`src/hdl/sorted_stream_kway_merge_core_macros.svh`:
```
// ----------------------------------------------------------------------------
// Assertion macros for the sorted stream k-way merge core
// Concurrent assertion wrappers; defining NO_ASSERTIONS compiles them away.
// ----------------------------------------------------------------------------
`ifndef SORTED_STREAM_KWAY_MERGE_CORE_MACROS_SVH
`define SORTED_STREAM_KWAY_MERGE_CORE_MACROS_SVH

`ifndef NO_ASSERTIONS
// Assertion sampled on the rising clock, held off while reset is asserted.
`define SKM_ASSERT(lbl, clk, rst_n, prop, msg) \
	lbl: assert property (@(posedge clk) disable iff (!rst_n) prop) else $error(msg);
// Assertion sampled on the rising clock, checked during reset too.
`define SKM_ASSERT_ALWAYS(lbl, clk, prop, msg) \
	lbl: assert property (@(posedge clk) prop) else $error(msg);
`else
`define SKM_ASSERT(lbl, clk, rst_n, prop, msg)
`define SKM_ASSERT_ALWAYS(lbl, clk, prop, msg)
`endif

`endif

```
`src/hdl/skm_pkg.sv`:
```
// ----------------------------------------------------------------------------
// skm_pkg
// Shared constants, payload structs and control structs of the merge core.
// ----------------------------------------------------------------------------
package skm_pkg;

	localparam int NUM_SOURCES = 8;
	localparam int OUT_BLOCK   = 128;

	localparam int SRC_W  = 3;
	localparam int CFG_W  = 4;
	localparam int VAL_W  = 32;
	localparam int MODE_W = 2;
	localparam int LIVE_W = $clog2(NUM_SOURCES + 1);
	localparam int FILL_W = $clog2(OUT_BLOCK + 1);

	localparam logic [CFG_W-1:0] SRC_COUNT_RST = CFG_W'(8);

	localparam logic [MODE_W-1:0] MODE_VALUE = 2'd0;
	localparam logic [MODE_W-1:0] MODE_END   = 2'd1;
	localparam logic [MODE_W-1:0] MODE_CLEAR = 2'd2;

	typedef struct packed {
		logic [MODE_W-1:0] mode;
		logic [SRC_W-1:0]  source;
		logic [VAL_W-1:0]  value;
	} in_item_t;

	typedef struct packed {
		logic              emitted;
		logic [VAL_W-1:0]  merged_value;
		logic              block_end;
		logic              merge_done;
		logic              order_error;
		logic              want_valid;
		logic [SRC_W-1:0]  want_source;
	} out_item_t;

	// controller -> datapath
	typedef struct packed {
		logic accept;
		logic scan_step;
		logic emit;
		logic finish;
	} cmd_t;

	// datapath -> controller
	typedef struct packed {
		logic emit_ready;
		logic scan_last;
		logic out_free;
	} stat_t;

endpackage

```
`src/hdl/sorted_stream_kway_merge_core.sv`:
```
// ----------------------------------------------------------------------------
// sorted_stream_kway_merge_core
// K-way merge of ascending row-id streams into one strictly increasing stream.
// ----------------------------------------------------------------------------
// Usage:
//  - in_data carries one command per transfer (valid/stall): next value of a
//    source, end of a source, or start of a new merge.
//  - out_data returns exactly one status transfer per input transfer,
//    holding the emitted value (if any), block marks, done, the sticky order
//    error and which source must supply its next value (want_source).
//  - cfg_we/cfg_wdata set the live source count; write only while idle.
// Timing:
//  - An emitting command finds the minimum with one 32-bit comparator
//    stepping over the live head registers, one per cycle.
//  - One command is in flight at a time; in_stall is high until its result
//    has been loaded into the output register.
// Reset: clears all heads, end flags, order tracking and the block count; the
// source count returns to 8. Head values themselves are not cleared.
// Stall: a result waits in the output register; the next command may be
// transferred meanwhile, but its result is held back until the first is taken.
// ----------------------------------------------------------------------------
module sorted_stream_kway_merge_core import skm_pkg::*; (
	input  logic             clk,
	input  logic             arst_n,
	input  logic             in_valid,
	output logic             in_stall,
	input  in_item_t         in_data,
	output logic             out_valid,
	input  logic             out_stall,
	output out_item_t        out_data,
	input  logic             cfg_we,
	input  logic [CFG_W-1:0] cfg_wdata
);

	cmd_t  cmd;
	stat_t stat;

	// sequencer: one command at a time through check, scan, emit and load
	skm_ctrl u_ctrl (
		.clk      (clk),
		.arst_n   (arst_n),
		.in_valid (in_valid),
		.in_stall (in_stall),
		.stat     (stat),
		.cmd      (cmd)
	);

	// storage, comparator and output register
	skm_dp u_dp (
		.clk       (clk),
		.arst_n    (arst_n),
		.in_data   (in_data),
		.cfg_we    (cfg_we),
		.cfg_wdata (cfg_wdata),
		.cmd       (cmd),
		.stat      (stat),
		.out_valid (out_valid),
		.out_stall (out_stall),
		.out_data  (out_data)
	);

endmodule

```
`src/hdl/skm_ctrl.sv`:
```
// ----------------------------------------------------------------------------
// skm_ctrl
// Sequencer: accept, readiness check, minimum scan, emission, result load.
// ----------------------------------------------------------------------------
module skm_ctrl import skm_pkg::*; (
	input  logic  clk,
	input  logic  arst_n,
	input  logic  in_valid,
	output logic  in_stall,
	input  stat_t stat,
	output cmd_t  cmd
);

	localparam logic [2:0] S_IDLE  = 3'd0;
	localparam logic [2:0] S_CHECK = 3'd1;
	localparam logic [2:0] S_SCAN  = 3'd2;
	localparam logic [2:0] S_EMIT  = 3'd3;
	localparam logic [2:0] S_DONE  = 3'd4;

	logic [2:0] state_q;
	logic [2:0] state_d;

	always_comb begin
		state_d = state_q;
		cmd     = '0;
		unique case (state_q)
			S_IDLE: begin
				if (in_valid) begin
					cmd.accept = 1'b1;
					state_d    = S_CHECK;
				end
			end
			S_CHECK: begin
				state_d = stat.emit_ready ? S_SCAN : S_DONE;
			end
			S_SCAN: begin
				cmd.scan_step = 1'b1;
				if (stat.scan_last) begin
					state_d = S_EMIT;
				end
			end
			S_EMIT: begin
				cmd.emit = 1'b1;
				state_d  = S_DONE;
			end
			S_DONE: begin
				// wait for the output register to free up
				if (stat.out_free) begin
					cmd.finish = 1'b1;
					state_d    = S_IDLE;
				end
			end
			default: begin
				state_d = S_IDLE;
			end
		endcase
	end

	always_ff @(posedge clk or negedge arst_n) begin
		if (!arst_n) begin
			state_q <= S_IDLE;
		end else begin
			state_q <= state_d;
		end
	end

	assign in_stall = (state_q != S_IDLE);

endmodule

```
`src/hdl/skm_dp.sv`:
```
// ----------------------------------------------------------------------------
// skm_dp
// Head registers, source flags, minimum scan unit, order and block tracking.
// ----------------------------------------------------------------------------
`include "sorted_stream_kway_merge_core_macros.svh"

module skm_dp import skm_pkg::*; (
	input  logic             clk,
	input  logic             arst_n,
	input  in_item_t         in_data,
	input  logic             cfg_we,
	input  logic [CFG_W-1:0] cfg_wdata,
	input  cmd_t             cmd,
	output stat_t            stat,
	output logic             out_valid,
	input  logic             out_stall,
	output out_item_t        out_data
);

	logic [CFG_W-1:0]       src_count_q;
	logic [VAL_W-1:0]       head_value_q [NUM_SOURCES];
	logic [NUM_SOURCES-1:0] head_full_q;
	logic [NUM_SOURCES-1:0] ended_q;
	logic                   clear_q;
	logic [VAL_W-1:0]       last_q;
	logic                   any_q;
	logic                   err_q;
	logic [FILL_W-1:0]      fill_q;

	// scan unit
	logic [SRC_W-1:0]       scan_idx_q;
	logic [SRC_W-1:0]       lead_q;
	logic [VAL_W-1:0]       best_q;
	logic                   found_q;

	// per-transfer result
	logic                   emitted_q;
	logic [VAL_W-1:0]       merged_q;
	logic                   blk_end_q;

	logic [LIVE_W-1:0]      live;
	logic [NUM_SOURCES-1:0] live_mask;
	logic                   src_live;
	logic                   val_ok;
	logic                   end_ok;
	logic                   ready;
	logic                   any_full;
	logic                   done;
	logic [NUM_SOURCES-1:0] want_vec;
	logic                   want;
	logic [SRC_W-1:0]       want_src;
	logic [VAL_W-1:0]       scan_rd;
	logic                   take;
	logic [FILL_W-1:0]      fill_inc;
	logic                   flush;

	always_comb begin
		if (LIVE_W'(src_count_q) > LIVE_W'(NUM_SOURCES)) begin
			live = LIVE_W'(NUM_SOURCES);
		end else begin
			live = LIVE_W'(src_count_q);
		end
		for (int i = 0; i < NUM_SOURCES; i++) begin
			live_mask[i] = (LIVE_W'(i) < live);
		end
	end

	assign src_live = (LIVE_W'(in_data.source) < live);
	assign val_ok   = src_live && !ended_q[in_data.source] && !head_full_q[in_data.source];
	assign end_ok   = src_live && !head_full_q[in_data.source];

	assign ready    = &(~live_mask | head_full_q | ended_q);
	assign any_full = |(live_mask & head_full_q);
	assign done     = &(~live_mask | (~head_full_q & ended_q));
	assign want_vec = live_mask & ~head_full_q & ~ended_q;
	assign want     = |want_vec;

	always_comb begin
		want_src = '0;
		for (int i = NUM_SOURCES - 1; i >= 0; i--) begin
			if (want_vec[i]) begin
				want_src = SRC_W'(i);
			end
		end
	end

	assign scan_rd  = head_value_q[scan_idx_q];
	assign take     = head_full_q[scan_idx_q] && (!found_q || (scan_rd < best_q));
	assign fill_inc = fill_q + 1'b1;
	assign flush    = done && (fill_q != '0);

	assign stat.emit_ready = ready && any_full && !clear_q;
	assign stat.scan_last  = (LIVE_W'(scan_idx_q) == (live - 1'b1));
	assign stat.out_free   = !out_valid || !out_stall;

	always_ff @(posedge clk or negedge arst_n) begin
		if (!arst_n) begin
			src_count_q <= SRC_COUNT_RST;
		end else if (cfg_we) begin
			src_count_q <= cfg_wdata;
		end
	end

	// head values are undefined until written
	always_ff @(posedge clk) begin
		if (cmd.accept && (in_data.mode == MODE_VALUE) && val_ok) begin
			head_value_q[in_data.source] <= in_data.value;
		end
	end

	always_ff @(posedge clk or negedge arst_n) begin
		if (!arst_n) begin
			head_full_q <= '0;
			ended_q     <= '0;
			clear_q     <= 1'b0;
		end else if (cmd.accept) begin
			clear_q <= (in_data.mode == MODE_CLEAR);
			unique case (in_data.mode)
				MODE_CLEAR: begin
					head_full_q <= '0;
					ended_q     <= '0;
				end
				MODE_VALUE: begin
					if (val_ok) begin
						head_full_q[in_data.source] <= 1'b1;
					end
				end
				MODE_END: begin
					if (end_ok) begin
						ended_q[in_data.source] <= 1'b1;
					end
				end
				default: begin
				end
			endcase
		end else if (cmd.emit) begin
			head_full_q[lead_q] <= 1'b0;
		end
	end

	always_ff @(posedge clk or negedge arst_n) begin
		if (!arst_n) begin
			last_q <= '0;
			any_q  <= 1'b0;
			err_q  <= 1'b0;
			fill_q <= '0;
		end else if (cmd.accept && (in_data.mode == MODE_CLEAR)) begin
			last_q <= '0;
			any_q  <= 1'b0;
			err_q  <= 1'b0;
			fill_q <= '0;
		end else if (cmd.emit) begin
			if (any_q && (best_q <= last_q)) begin
				err_q <= 1'b1;
			end
			last_q <= best_q;
			any_q  <= 1'b1;
			fill_q <= (fill_inc == FILL_W'(OUT_BLOCK)) ? '0 : fill_inc;
		end else if (cmd.finish && flush) begin
			fill_q <= '0;
		end
	end

	// scan and per-transfer result
	always_ff @(posedge clk or negedge arst_n) begin
		if (!arst_n) begin
			scan_idx_q <= '0;
			found_q    <= 1'b0;
			emitted_q  <= 1'b0;
			blk_end_q  <= 1'b0;
		end else if (cmd.accept) begin
			scan_idx_q <= '0;
			found_q    <= 1'b0;
			emitted_q  <= 1'b0;
			blk_end_q  <= 1'b0;
		end else if (cmd.scan_step) begin
			scan_idx_q <= scan_idx_q + 1'b1;
			if (take) begin
				found_q <= 1'b1;
			end
		end else if (cmd.emit) begin
			emitted_q <= 1'b1;
			blk_end_q <= (fill_inc == FILL_W'(OUT_BLOCK));
		end
	end

	always_ff @(posedge clk) begin
		if (cmd.accept) begin
			merged_q <= '0;
		end else if (cmd.scan_step && take) begin
			lead_q <= scan_idx_q;
			best_q <= scan_rd;
		end else if (cmd.emit) begin
			merged_q <= best_q;
		end
	end

	// output register
	always_ff @(posedge clk or negedge arst_n) begin
		if (!arst_n) begin
			out_valid <= 1'b0;
		end else if (cmd.finish) begin
			out_valid <= 1'b1;
		end else if (!out_stall) begin
			out_valid <= 1'b0;
		end
	end

	always_ff @(posedge clk) begin
		if (cmd.finish) begin
			out_data.emitted      <= emitted_q;
			out_data.merged_value <= merged_q;
			out_data.block_end    <= blk_end_q || flush;
			out_data.merge_done   <= done;
			out_data.order_error  <= err_q;
			out_data.want_valid   <= want;
			out_data.want_source  <= want_src;
		end
	end

	`SKM_ASSERT(a_emit_found, clk, arst_n, cmd.emit |-> found_q, "emission without a scanned head")
	`SKM_ASSERT(a_emit_lead_full, clk, arst_n, cmd.emit |-> head_full_q[lead_q], "emitted head not held")
	`SKM_ASSERT(a_fill_range, clk, arst_n, fill_q < FILL_W'(OUT_BLOCK), "block fill out of range")
	`SKM_ASSERT(a_quiet_value, clk, arst_n, (out_valid && !out_data.emitted) |-> (out_data.merged_value == '0), "value on a transfer without emission")

endmodule

```
`config.mk`:
```
export PLATFORM = sky130hd
export DESIGN_NAME = sorted_stream_kway_merge_core
export DESIGN_NICKNAME = d
export VERILOG_FILES = /design/src/hdl/skm_pkg.sv /design/src/hdl/sorted_stream_kway_merge_core.sv /design/src/hdl/skm_ctrl.sv /design/src/hdl/skm_dp.sv
export VERILOG_INCLUDE_DIRS = /design/src /design/src/hdl
export SDC_FILE = /design/constraint.sdc
export NUM_CORES = 1
export LEC_CHECK = 0
export BUFFER_PORTS_ARGS = -buffer_cell sky130_fd_sc_hd__buf_2
export CORE_MARGIN = 2
export CORE_UTILIZATION = 60
export DETAILED_ROUTE_END_ITERATION = 10
export PLACE_DENSITY_LB_ADDON = 0.25
export SKIP_CTS_REPAIR_TIMING = 1
export SLEW_MARGIN = 20
export SYNTH_ARGS = -nofsm -noshare
export SYNTH_HDL_FRONTEND = slang
export SYNTH_SLANG_ARGS = --single-unit
```
`constraint.sdc`:
```
create_clock -name clk -period 16.1 [get_ports clk]
set_input_delay 0 -clock clk [delete_from_list [all_inputs] [get_ports clk]]
set_output_delay 0 -clock clk [all_outputs]
set_load 0.01 [all_outputs]
```
==> results.sh, run 1 <==
export IMPL_status="complete, but fails checks"
export IMPL_violations="hold timing"
export IMPL_ios=88
export IMPL_routabilityCongestion=0.854
export IMPL_crit_path_frequent_cell="buf_4"
export IMPL_core_rowCount=63
export IMPL_tightest_slew_ns=1.03
export IMPL_initial_core_util_pct=61.2
export IMPL_fillers=1981
export IMPL_die_x_um=178
export IMPL_grt_overflow_total=0
export IMPL_tns_ns=0
export IMPL_ys_seq_area_share_pct=68.0
export IMPL_synthesis_yosys_warnings=0
export IMPL_crit_fanout=53
export IMPL_yosys_area_top_type="edfxtp_1"
export IMPL_cp_endpoint="u_dp.best_q[19]$_DFFE_PP_"
export IMPL_grt_max_degree=74
export IMPL_postRouteWirelength_um=37900
export IMPL_ys_ff_latch=436
export IMPL_cp_slowest_cell="buf_4"
export IMPL_slowest_delay_ns=0.86
export IMPL_slew_headroom_pct=31.3
export IMPL_clk_path_buf_depth=3
export IMPL_fin_nets=1495
export IMPL_reg2reg_from="u_dp.scan_idx_q[0]$_DFFE_PN0P_"
export IMPL_layout_common_cells="331 x edfxtp_1, 172 x nand2_1, 87 x buf_2"
export IMPL_period_share_pct=30.4
export IMPL_htreeDepth=2
export IMPL_drt_wirelength_per_cell_um=21.1
export IMPL_n_antenna_cell=0
export IMPL_coreArea_mm2=0.0298
export IMPL_antenna_found_initial=0
export IMPL_die_area_mm2=0.0318
export IMPL_met3_usage_pct=3.58
export IMPL_startpoint="u_dp.scan_idx_q[0]$_DFFE_PN0P_"
export IMPL_synth_top_area_share_pct=54.5
export IMPL_synth_nets=1344
export IMPL_arrival_ns=5.09
export IMPL_met2_usage_pct=39.1
export IMPL_die_h_um=178
export IMPL_final_setup_viol_count=0
export IMPL_final_util_pct=70.5
export IMPL_ir_drop_mv=0.107
export IMPL_min_period_ns=4.90
export IMPL_grt_pass1_vias=10400
export IMPL_p_total_mw=2.41
export IMPL_critPathLaunchType="flop"
export IMPL_synth_area_mm2=0.0182
export IMPL_dp_hpwl_um=22500
export IMPL_grt_busiest_layer="met2"
export IMPL_port_buffers=87
export IMPL_avgViaCountPerCell=5.98
export IMPL_crit_path_end_kind="flop"
export IMPL_whs_ns=-0.0282
export IMPL_synth_edf_count=331
export IMPL_rsz0062_at_grt="false"
export IMPL_final_common_cell="edfxtp_1"
export IMPL_cts_sinks=436
export IMPL_ys_types=66
export IMPL_ys_top_cells_by_area="edfxtp_1 54%, dfrtp_1 9.9%, mux4_2 8.5%, ha_1 4.7%, nand2_1 3.5%"
export IMPL_clk_pin_slew_ns=0.06
export IMPL_drtIter0Drc=987
export IMPL_r2r_end="u_dp.best_q[19]$_DFFE_PP_"
export IMPL_dr_pass1_iters=7
export IMPL_async_reset_ff_share_pct=16.7
export IMPL_r2r_cells=11
export IMPL_drive_gt1_share_pct=20.5
export IMPL_met1_usage_pct=35.6
export IMPL_fmax_mhz=204
export IMPL_finalHoldViolCount=5
export IMPL_vias=10700
export IMPL_syn_area_per_cell_um2=14.8
export IMPL_skew_ns=0.0243
export IMPL_drv_cap=0
export IMPL_dp_slack_ns=11.11
export IMPL_ant_nets=0
export IMPL_area_growth_pct=15.1
export IMPL_r2r_slack_ns=11.20
export IMPL_crit_chain="buf_4 -> mux4_2 -> mux2_2 -> ha_1 -> a21o_1 -> nand3_1 -> a21oi_1 -> a2111oi_0 -> o41ai_1 -> a31oi_4 -> buf_4"
export IMPL_root_buffer="clkbuf_16"
export IMPL_netlist_instances=1229
export IMPL_ys_flop_type="edfxtp_1"
export IMPL_powerDensity_mw_per_mm2=115
export IMPL_drc=0
export IMPL_p_leak_nw=7.76
export IMPL_grt_total_usage_pct=24.3
export IMPL_layout_setup_ws_ns=11.20
export IMPL_grt_pass1_wl_um=58300
export IMPL_slew_violations=0
export IMPL_required_ns=16.29
export IMPL_insertion_delay_ns=0.54
export IMPL_cts_buffers=43
export IMPL_hp_class="input pin to flop"
export IMPL_cts_tree="done"
export IMPL_path_class="flop to flop"
## cell families after synthesis
family / synth area share, %
compound gates: 6.27
xor+xnor: 0.0960
flops: 68.0
simple gates: 7.50
buf+inv: 2.61
mux: 10.8
fa+ha+maj: 4.73
## worst min path at each step
stage,start,to,slack (ns),cells after the start
after CTS,cfg_we,u_dp.src_count_q[3]$_DFFE_PN1P_,-0.33,2
after global placement,cfg_wdata[3],u_dp.src_count_q[3]$_DFFE_PN1P_,0.21,3
after detailed placement,cfg_wdata[3],u_dp.src_count_q[3]$_DFFE_PN1P_,0.24,3
after floorplan,arst_n,u_ctrl.state_q[0]$_DFFE_PN0P_,-0.30,0
after global routing,in_data[35],u_dp.ended_q[6]$_DFFE_PN0P_,0.02,5
final,in_data[35],u_dp.ended_q[4]$_DFFE_PN0P_,-0.03,5
## registers in the layout, indices dropped and copies added, names as in the netlist, 3 cells and up
register / flops
u_dp.head_full_q: 8
u_dp.ended_q: 8
u_dp.out_data: 40
u_dp.last_q: 32
u_dp.src_count_q: 4
u_dp.best_q: 32
u_ctrl.state_q: 3
u_dp.lead_q: 3
u_dp.head_value_q: 256
u_dp.scan_idx_q: 3
u_dp.fill_q: 8
u_dp.merged_q: 32
## Yosys cell counts, drive strengths merged (9+ instances only)
cell type,count
mux4,69
dfrtp,72
nor2,52
inv,74
dfxtp,32
nand4,13
a31oi,9
a21oi,77
a21o,10
o21ai,36
edfxtp,331
clkbuf,32
mux2,35
nand2b,9
nand2,172
nand3,18
buf,15
ha,69
nor3,14
## critical path, delay by kind of cell, from the launching register on
| kind | cells | cell delay (ns) |
|---|---|---|
| compound gates | 5 | 1.30 |
| buf+inv | 2 | 1.27 |
| mux | 2 | 0.90 |
| flops | 1 | 0.66 |
| fa+ha+maj | 1 | 0.31 |
| simple gates | 1 | 0.09 |
## final cells by class
| cell class | count | area (um^2) | area share [%] |
|---|---|---|---|
| Clock inverter | 14 | 118 | 0.560 |
| Clock buffer | 58 | 1190 | 5.69 |
| Tap cell | 390 | 488 | 2.32 |
| Multi-Input combinational cell | 671 | 5450 | 26.0 |
| Inverter | 75 | 282 | 1.34 |
| Timing Repair Buffer | 153 | 1050 | 4.99 |
| Sequential cell | 436 | 12400 | 59.1 |
## power breakdown
group	leakage, nW	switching, mW	internal, mW
combinational	2.87	0.101	0.0716
clock	0.651	0.401	0.549
sequential	4.24	0.0307	1.25
## per-stage QoR
stage	cells	cell area (um^2)	hold slack, ns
floorplan	1229	18200	-0.296
global placement	1678	19200	0.214
detailed placement	1678	19200	0.236
CTS	1750	20500	-0.335
global route	1797	21000	0.0163
finish	1797	21000	-0.0282
## routing by layer
layer / routed length [um] / vias up
met5: 0 / -
met3: 2190 / 53
met2: 18600 / 352
met1: 16500 / 5398
li1: - / 4936
met4: 692 / 0
(Power assumes the default switching activity.)
==> run 2, diff against run 1 <==
Settings changed: ABC_AREA from default to 1.
Clock period 16.1 ns to 4.75 ns, I/O delays scaled along.
==> results.sh, run 2 <==
export IMPL_status="complete, but fails checks"
export IMPL_violations="hold timing"
export IMPL_crit_path_end_kind="flop"
export IMPL_ios=88
export IMPL_fmax_mhz=247
export IMPL_cts_sinks=436
export IMPL_power_frac_comb_pct=13.2
export IMPL_netlist_instances=1635
export IMPL_powerDensity_mw_per_mm2=429
export IMPL_ys_ff_latch=436
export IMPL_initial_core_util_pct=60.7
export IMPL_drt_wirelength_per_cell_um=19.3
export IMPL_slew_violations=0
export IMPL_synth_area_mm2=0.0185
export IMPL_required_ns=4.99
export IMPL_tns_ns=0
export IMPL_ys_flop_type="edfxtp_1"
export IMPL_tightest_slew_ns=1.05
export IMPL_dp_cells=2072
export IMPL_skew_ns=0.0178
export IMPL_port_buffers=87
export IMPL_vias=12800
export IMPL_finalHoldViolCount=2
export IMPL_fin_nets=1889
export IMPL_core_rowCount=64
export IMPL_synthTopCellsByCount="331 x edfxtp_1, 286 x nor2_1, 164 x o21ai_0"
export IMPL_dr_pass1_iters=6
export IMPL_coreArea_mm2=0.0305
export IMPL_hp_class="input pin to flop"
export IMPL_ir_drop_mv=0.407
export IMPL_synthesis_yosys_warnings=0
export IMPL_crit_fanout=48
export IMPL_multi_input_area_mm2=0.00527
export IMPL_postRouteWirelength_um=42600
export IMPL_syn_area_per_cell_um2=11.3
export IMPL_drtIter0Drc=1218
export IMPL_yosys_area_top_type="edfxtp_1"
export IMPL_p_leak_nw=8.54
export IMPL_clkPwrFrac_pct=37.2
export IMPL_cts_buffers=43
export IMPL_grt_pass1_wl_um=66200
export IMPL_min_period_ns=4.04
export IMPL_die_area_mm2=0.0323
export IMPL_path_class="flop to flop"
export IMPL_grt_total_usage_pct=25.8
export IMPL_drc=0
export IMPL_area_growth_pct=15.9
export IMPL_clk_path_buf_depth=3
export IMPL_netSwitchingFraction_pct=25.9
export IMPL_final_common_cell="edfxtp_1"
export IMPL_ys_types=48
export IMPL_ant_nets=0
export IMPL_largest_register="u_dp.head_value_q"
export IMPL_dp_hpwl_um=26100
export IMPL_p_total_mw=9.21
export IMPL_whs_ns=-0.0382
export IMPL_drv_cap=0
export IMPL_period_share_pct=85.1
export IMPL_clk_pin_slew_ns=0.06
export IMPL_intPower_mw=6.83
export IMPL_largest_reg_flops=256
export IMPL_layout_common_cells="331 x edfxtp_1, 279 x nor2_1, 164 x o21ai_0"
export IMPL_top_regs="u_dp.head_value_q (256), u_dp.out_data (40)"
export IMPL_arrival_ns=4.28
export IMPL_critPathLaunchType="flop"
export IMPL_avgViaCountPerCell=5.81
export IMPL_grt_pass1_vias=12400
export IMPL_n_antenna_cell=0
export IMPL_final_setup_viol_count=0
export IMPL_synth_nets=1750
export IMPL_drive_gt1_share_pct=13.7
export IMPL_insertion_delay_ns=0.55
export IMPL_root_buffer="clkbuf_16"
export IMPL_die_x_um=180
export IMPL_routabilityCongestion=0.856
export IMPL_synth_most_common_cell="edfxtp_1"
export IMPL_htreeDepth=2
export IMPL_synth_top_area_share_pct=53.7
export IMPL_p_sw_mw=2.38
export IMPL_final_area_mm2=0.0215
export IMPL_ys_top_cells_by_area="edfxtp_1 54%, dfrtp_1 9.7%, nor2_1 5.8%, ha_1 4.7%, o21ai_0 4.4%"
export IMPL_synth_edf_count=331
export IMPL_slew_headroom_pct=29.9
export IMPL_cts_tree="done"
export IMPL_power_frac_seq_pct=49.6
export IMPL_rsz0062_at_grt="false"
export IMPL_die_h_um=180
export IMPL_fillers=2080
export IMPL_grt_max_degree=141
export IMPL_fin_cells=2205
export IMPL_grt_overflow_total=0
export IMPL_antenna_found_initial=0
export IMPL_async_reset_ff_share_pct=16.7
export IMPL_seqCellArea_mm2=0.0124
export IMPL_placed_area_mm2=0.0195
export IMPL_ys_seq_area_share_pct=67.0
-- run 2: path summary, 6_finish.rpt --
check,startpoint,slack [ns],cells past startpoint,to
min in group asynchronous,arst_n,0.17,2,u_dp.src_count_q[2]$_DFFE_PN0P_
worst min-delay path,in_data[34],-0.04,4,u_dp.ended_q[2]$_DFFE_PN0P_
max in group asynchronous,arst_n,3.81,2,u_dp.scan_idx_q[0]$_DFFE_PN0P_
worst max register to register,u_dp.scan_idx_q[0]$_DFFE_PN0P_,0.71,15,u_dp.best_q[8]$_DFFE_PP_
worst max-delay path,u_dp.scan_idx_q[0]$_DFFE_PN0P_,0.71,15,u_dp.best_q[8]$_DFFE_PP_
worst min register to register,u_dp.merged_q[12]$_SDFFE_PP0P_,0.43,0,u_dp.out_data[19]$_DFFE_PP_
-- run 2: final cells by class --
type	instances	share of cell area, %
clock buffer	53	5.28
multi-input combinational	958	24.5
clock inverter	27	1.39
tap	396	2.31
timing repair buffer	161	5.59
sequential	436	57.8
inverter	174	3.04
-- run 2: cells by family (layout without fill, tap and decap cells) --
logic type      count (synthesis)  count (layout)  share of synthesized area (%)
compound gates                388             388                           12.1
xor+xnor                        7               7                          0.331
fa+ha+maj                      69              69                           4.66
buf+inv                       241             415                           4.95
flops                         436             436                           67.0
simple gates                  494             494                           10.9
-- run 2: per-stage QoR --
step | setup WS (ns) | util, %
2_1_floorplan | 0.626 | -
3_3_place_gp | 0.898 | 63.9
3_5_place_dp | 0.830 | 63.9
4_1_cts | 0.730 | 68.6
5_1_grt | 0.380 | 70.3
6_report | 0.706 | 70.3
-- run 2: per-layer routing --
layer,up-vias,global-route usage (%),routed length [um]
met5,-,0,0
met4,0,8.10,976
met3,79,3.59,3180
met2,506,42.1,20500
met1,6194,36.5,18000
li1,6043,-,-
-- run 2: power by group through the flow --
stage | Sequential, mW | Combinational [mW] | Clock, mW
floorplan | 4.65 | 0.733 | 0
global placement | 4.63 | 1.11 | 0
CTS | 4.57 | 1.16 | 3.45
finish | 4.57 | 1.22 | 3.43
global route | 4.59 | 1.38 | 3.62
detailed placement | 4.64 | 1.15 | 0
-- run 2: critical path: stages, from the launching register on --
cell and delay (ns):
dfrtp_4 0.49, inv_2 0.54, buf_12 0.31, o21ai_0 0.12, o22ai_1 0.15, nor2_1 0.07, a31oi_1 0.38, ha_1 0.34
nand2_1 0.07, nor2_1 0.04, a211oi_1 0.16, o221ai_1 0.13, nor3_1 0.15, nand2_1 0.11, a21oi_4 0.34, buf_4 0.30
==> run 3, diff against run 2 <==
Settings changed: CORE_UTILIZATION 60 to 55.
==> results.sh, run 3 (same netlist as run 2, synthesis figures left out) <==
export IMPL_ant_nets=0
export IMPL_slew_headroom_pct=31.0
export IMPL_period_share_pct=83.8
export IMPL_crit_fanout=67
export IMPL_routabilityCongestion=0.887
export IMPL_seqCellArea_mm2=0.0124
export IMPL_rsz0062_at_grt="false"
export IMPL_finalHoldViolCount=2
export IMPL_critPathLaunchType="flop"
export IMPL_path_class="flop to flop"
export IMPL_whs_ns=-0.0263
export IMPL_drive_gt1_share_pct=14.2
export IMPL_tns_ns=0
export IMPL_multi_input_area_mm2=0.00527
export IMPL_powerDensity_mw_per_mm2=433
export IMPL_die_h_um=187
export IMPL_port_buffers=87
export IMPL_fmax_mhz=251
export IMPL_drc=0
export IMPL_final_setup_viol_count=0
export IMPL_netSwitchingFraction_pct=25.5
export IMPL_dp_slack_ns=0.838
export IMPL_largest_reg_flops=256
export IMPL_intPower_mw=6.97
export IMPL_p_total_mw=9.36
export IMPL_hp_class="input pin to flop"
export IMPL_power_frac_seq_pct=48.7
export IMPL_violations="hold timing"
export IMPL_initial_core_util_pct=55.5
export IMPL_clk_path_buf_depth=3
export IMPL_grt_pass1_wl_um=65200
export IMPL_final_common_cell="edfxtp_1"
export IMPL_core_rowCount=67
export IMPL_vias=12700
export IMPL_grt_max_degree=141
export IMPL_clkPwrFrac_pct=38.3
export IMPL_arrival_ns=4.22
export IMPL_required_ns=4.99
export IMPL_grt_total_usage_pct=23.4
export IMPL_final_util_pct=64.8
export IMPL_min_period_ns=3.98
export IMPL_p_sw_mw=2.39
export IMPL_final_area_mm2=0.0216
export IMPL_cts_sinks=436
export IMPL_dr_pass1_iters=5
export IMPL_top_regs="u_dp.head_value_q (256), u_dp.out_data (40)"
export IMPL_grt_pass1_vias=12000
export IMPL_avgViaCountPerCell=5.61
export IMPL_grt_overflow_total=0
export IMPL_die_x_um=187
export IMPL_fin_cells=2263
export IMPL_fin_nets=1892
export IMPL_die_area_mm2=0.0352
export IMPL_antenna_found_initial=2
export IMPL_slew_violations=0
export IMPL_cts_tree="done"
export IMPL_root_buffer="clkbuf_16"
export IMPL_postRouteWirelength_um=41700
export IMPL_skew_ns=0.0172
export IMPL_fillers=2562
export IMPL_ios=88
export IMPL_clk_pin_slew_ns=0.06
export IMPL_tightest_slew_ns=1.03
export IMPL_htreeDepth=2
export IMPL_power_frac_comb_pct=13.0
export IMPL_dp_hpwl_um=26100
export IMPL_p_leak_nw=8.58
export IMPL_status="complete, but fails checks"
export IMPL_dp_cells=2125
export IMPL_drt_wirelength_per_cell_um=18.4
export IMPL_drtIter0Drc=1233
export IMPL_cts_buffers=44
export IMPL_placed_area_mm2=0.0195
export IMPL_insertion_delay_ns=0.55
export IMPL_layout_common_cells="331 x edfxtp_1, 279 x nor2_1, 164 x o21ai_0"
export IMPL_crit_path_end_kind="flop"
export IMPL_area_growth_pct=16.8
export IMPL_ir_drop_mv=0.341
export IMPL_coreArea_mm2=0.0334
export IMPL_largest_register="u_dp.head_value_q"
export IMPL_layout_setup_ws_ns=0.772
export IMPL_drv_cap=0
## run 3: worst paths after layout
path                                                     start                             end  slack (ns)  cells after the start
worst max-delay path            u_dp.scan_idx_q[1]$_DFFE_PN0P_        u_dp.best_q[3]$_DFFE_PP_        0.77                     14
worst min-delay path                               in_data[34]     u_dp.ended_q[2]$_DFFE_PN0P_       -0.03                      4
worst max register to register  u_dp.scan_idx_q[1]$_DFFE_PN0P_        u_dp.best_q[3]$_DFFE_PP_        0.77                     14
worst min register to register  u_dp.merged_q[12]$_SDFFE_PP0P_     u_dp.out_data[19]$_DFFE_PP_        0.43                      0
max in group asynchronous                               arst_n  u_dp.scan_idx_q[1]$_DFFE_PN0P_        3.86                      3
min in group asynchronous                               arst_n     u_dp.ended_q[7]$_DFFE_PN0P_        0.23                      3
## run 3: area by class of cell
cell class | count | area share (%)
Multi-Input combinational cell | 958 | 24.3
Sequential cell | 436 | 57.4
Tap cell | 448 | 2.59
Timing Repair Buffer | 163 | 5.56
Antenna cell | 2 | 0.0231
Clock buffer | 48 | 5.26
Clock inverter | 34 | 1.81
Inverter | 174 | 3.02
## run 3: worst max-delay path, stage by stage, from the launching register on
cell	delay, ns
dfrtp_2	0.37
buf_4	0.58
o21ai_0	0.23
o22ai_1	0.20
nor2_1	0.06
a31oi_1	0.42
ha_1	0.33
a21oi_1	0.15
nor2_1	0.06
a211oi_1	0.23
o221ai_1	0.14
nor3_1	0.15
nand2_1	0.11
a21oi_4	0.33
buf_12	0.23
## run 3: power by group through the flow
stage / registers [mW] / clock network, mW / logic (mW)
after floorplan: 4.65 / 0 / 0.733
after global placement: 4.63 / 0 / 1.11
after detailed placement: 4.64 / 0 / 1.15
after CTS: 4.56 / 3.63 / 1.15
after global routing: 4.59 / 3.80 / 1.38
final: 4.56 / 3.58 / 1.22
## run 3: metal layers
layer	wire length [um]	GRT usage [%]
met1	18600	34.5
met2	19200	36.4
met3	3070	4.18
met4	793	6.18
met5	0	0
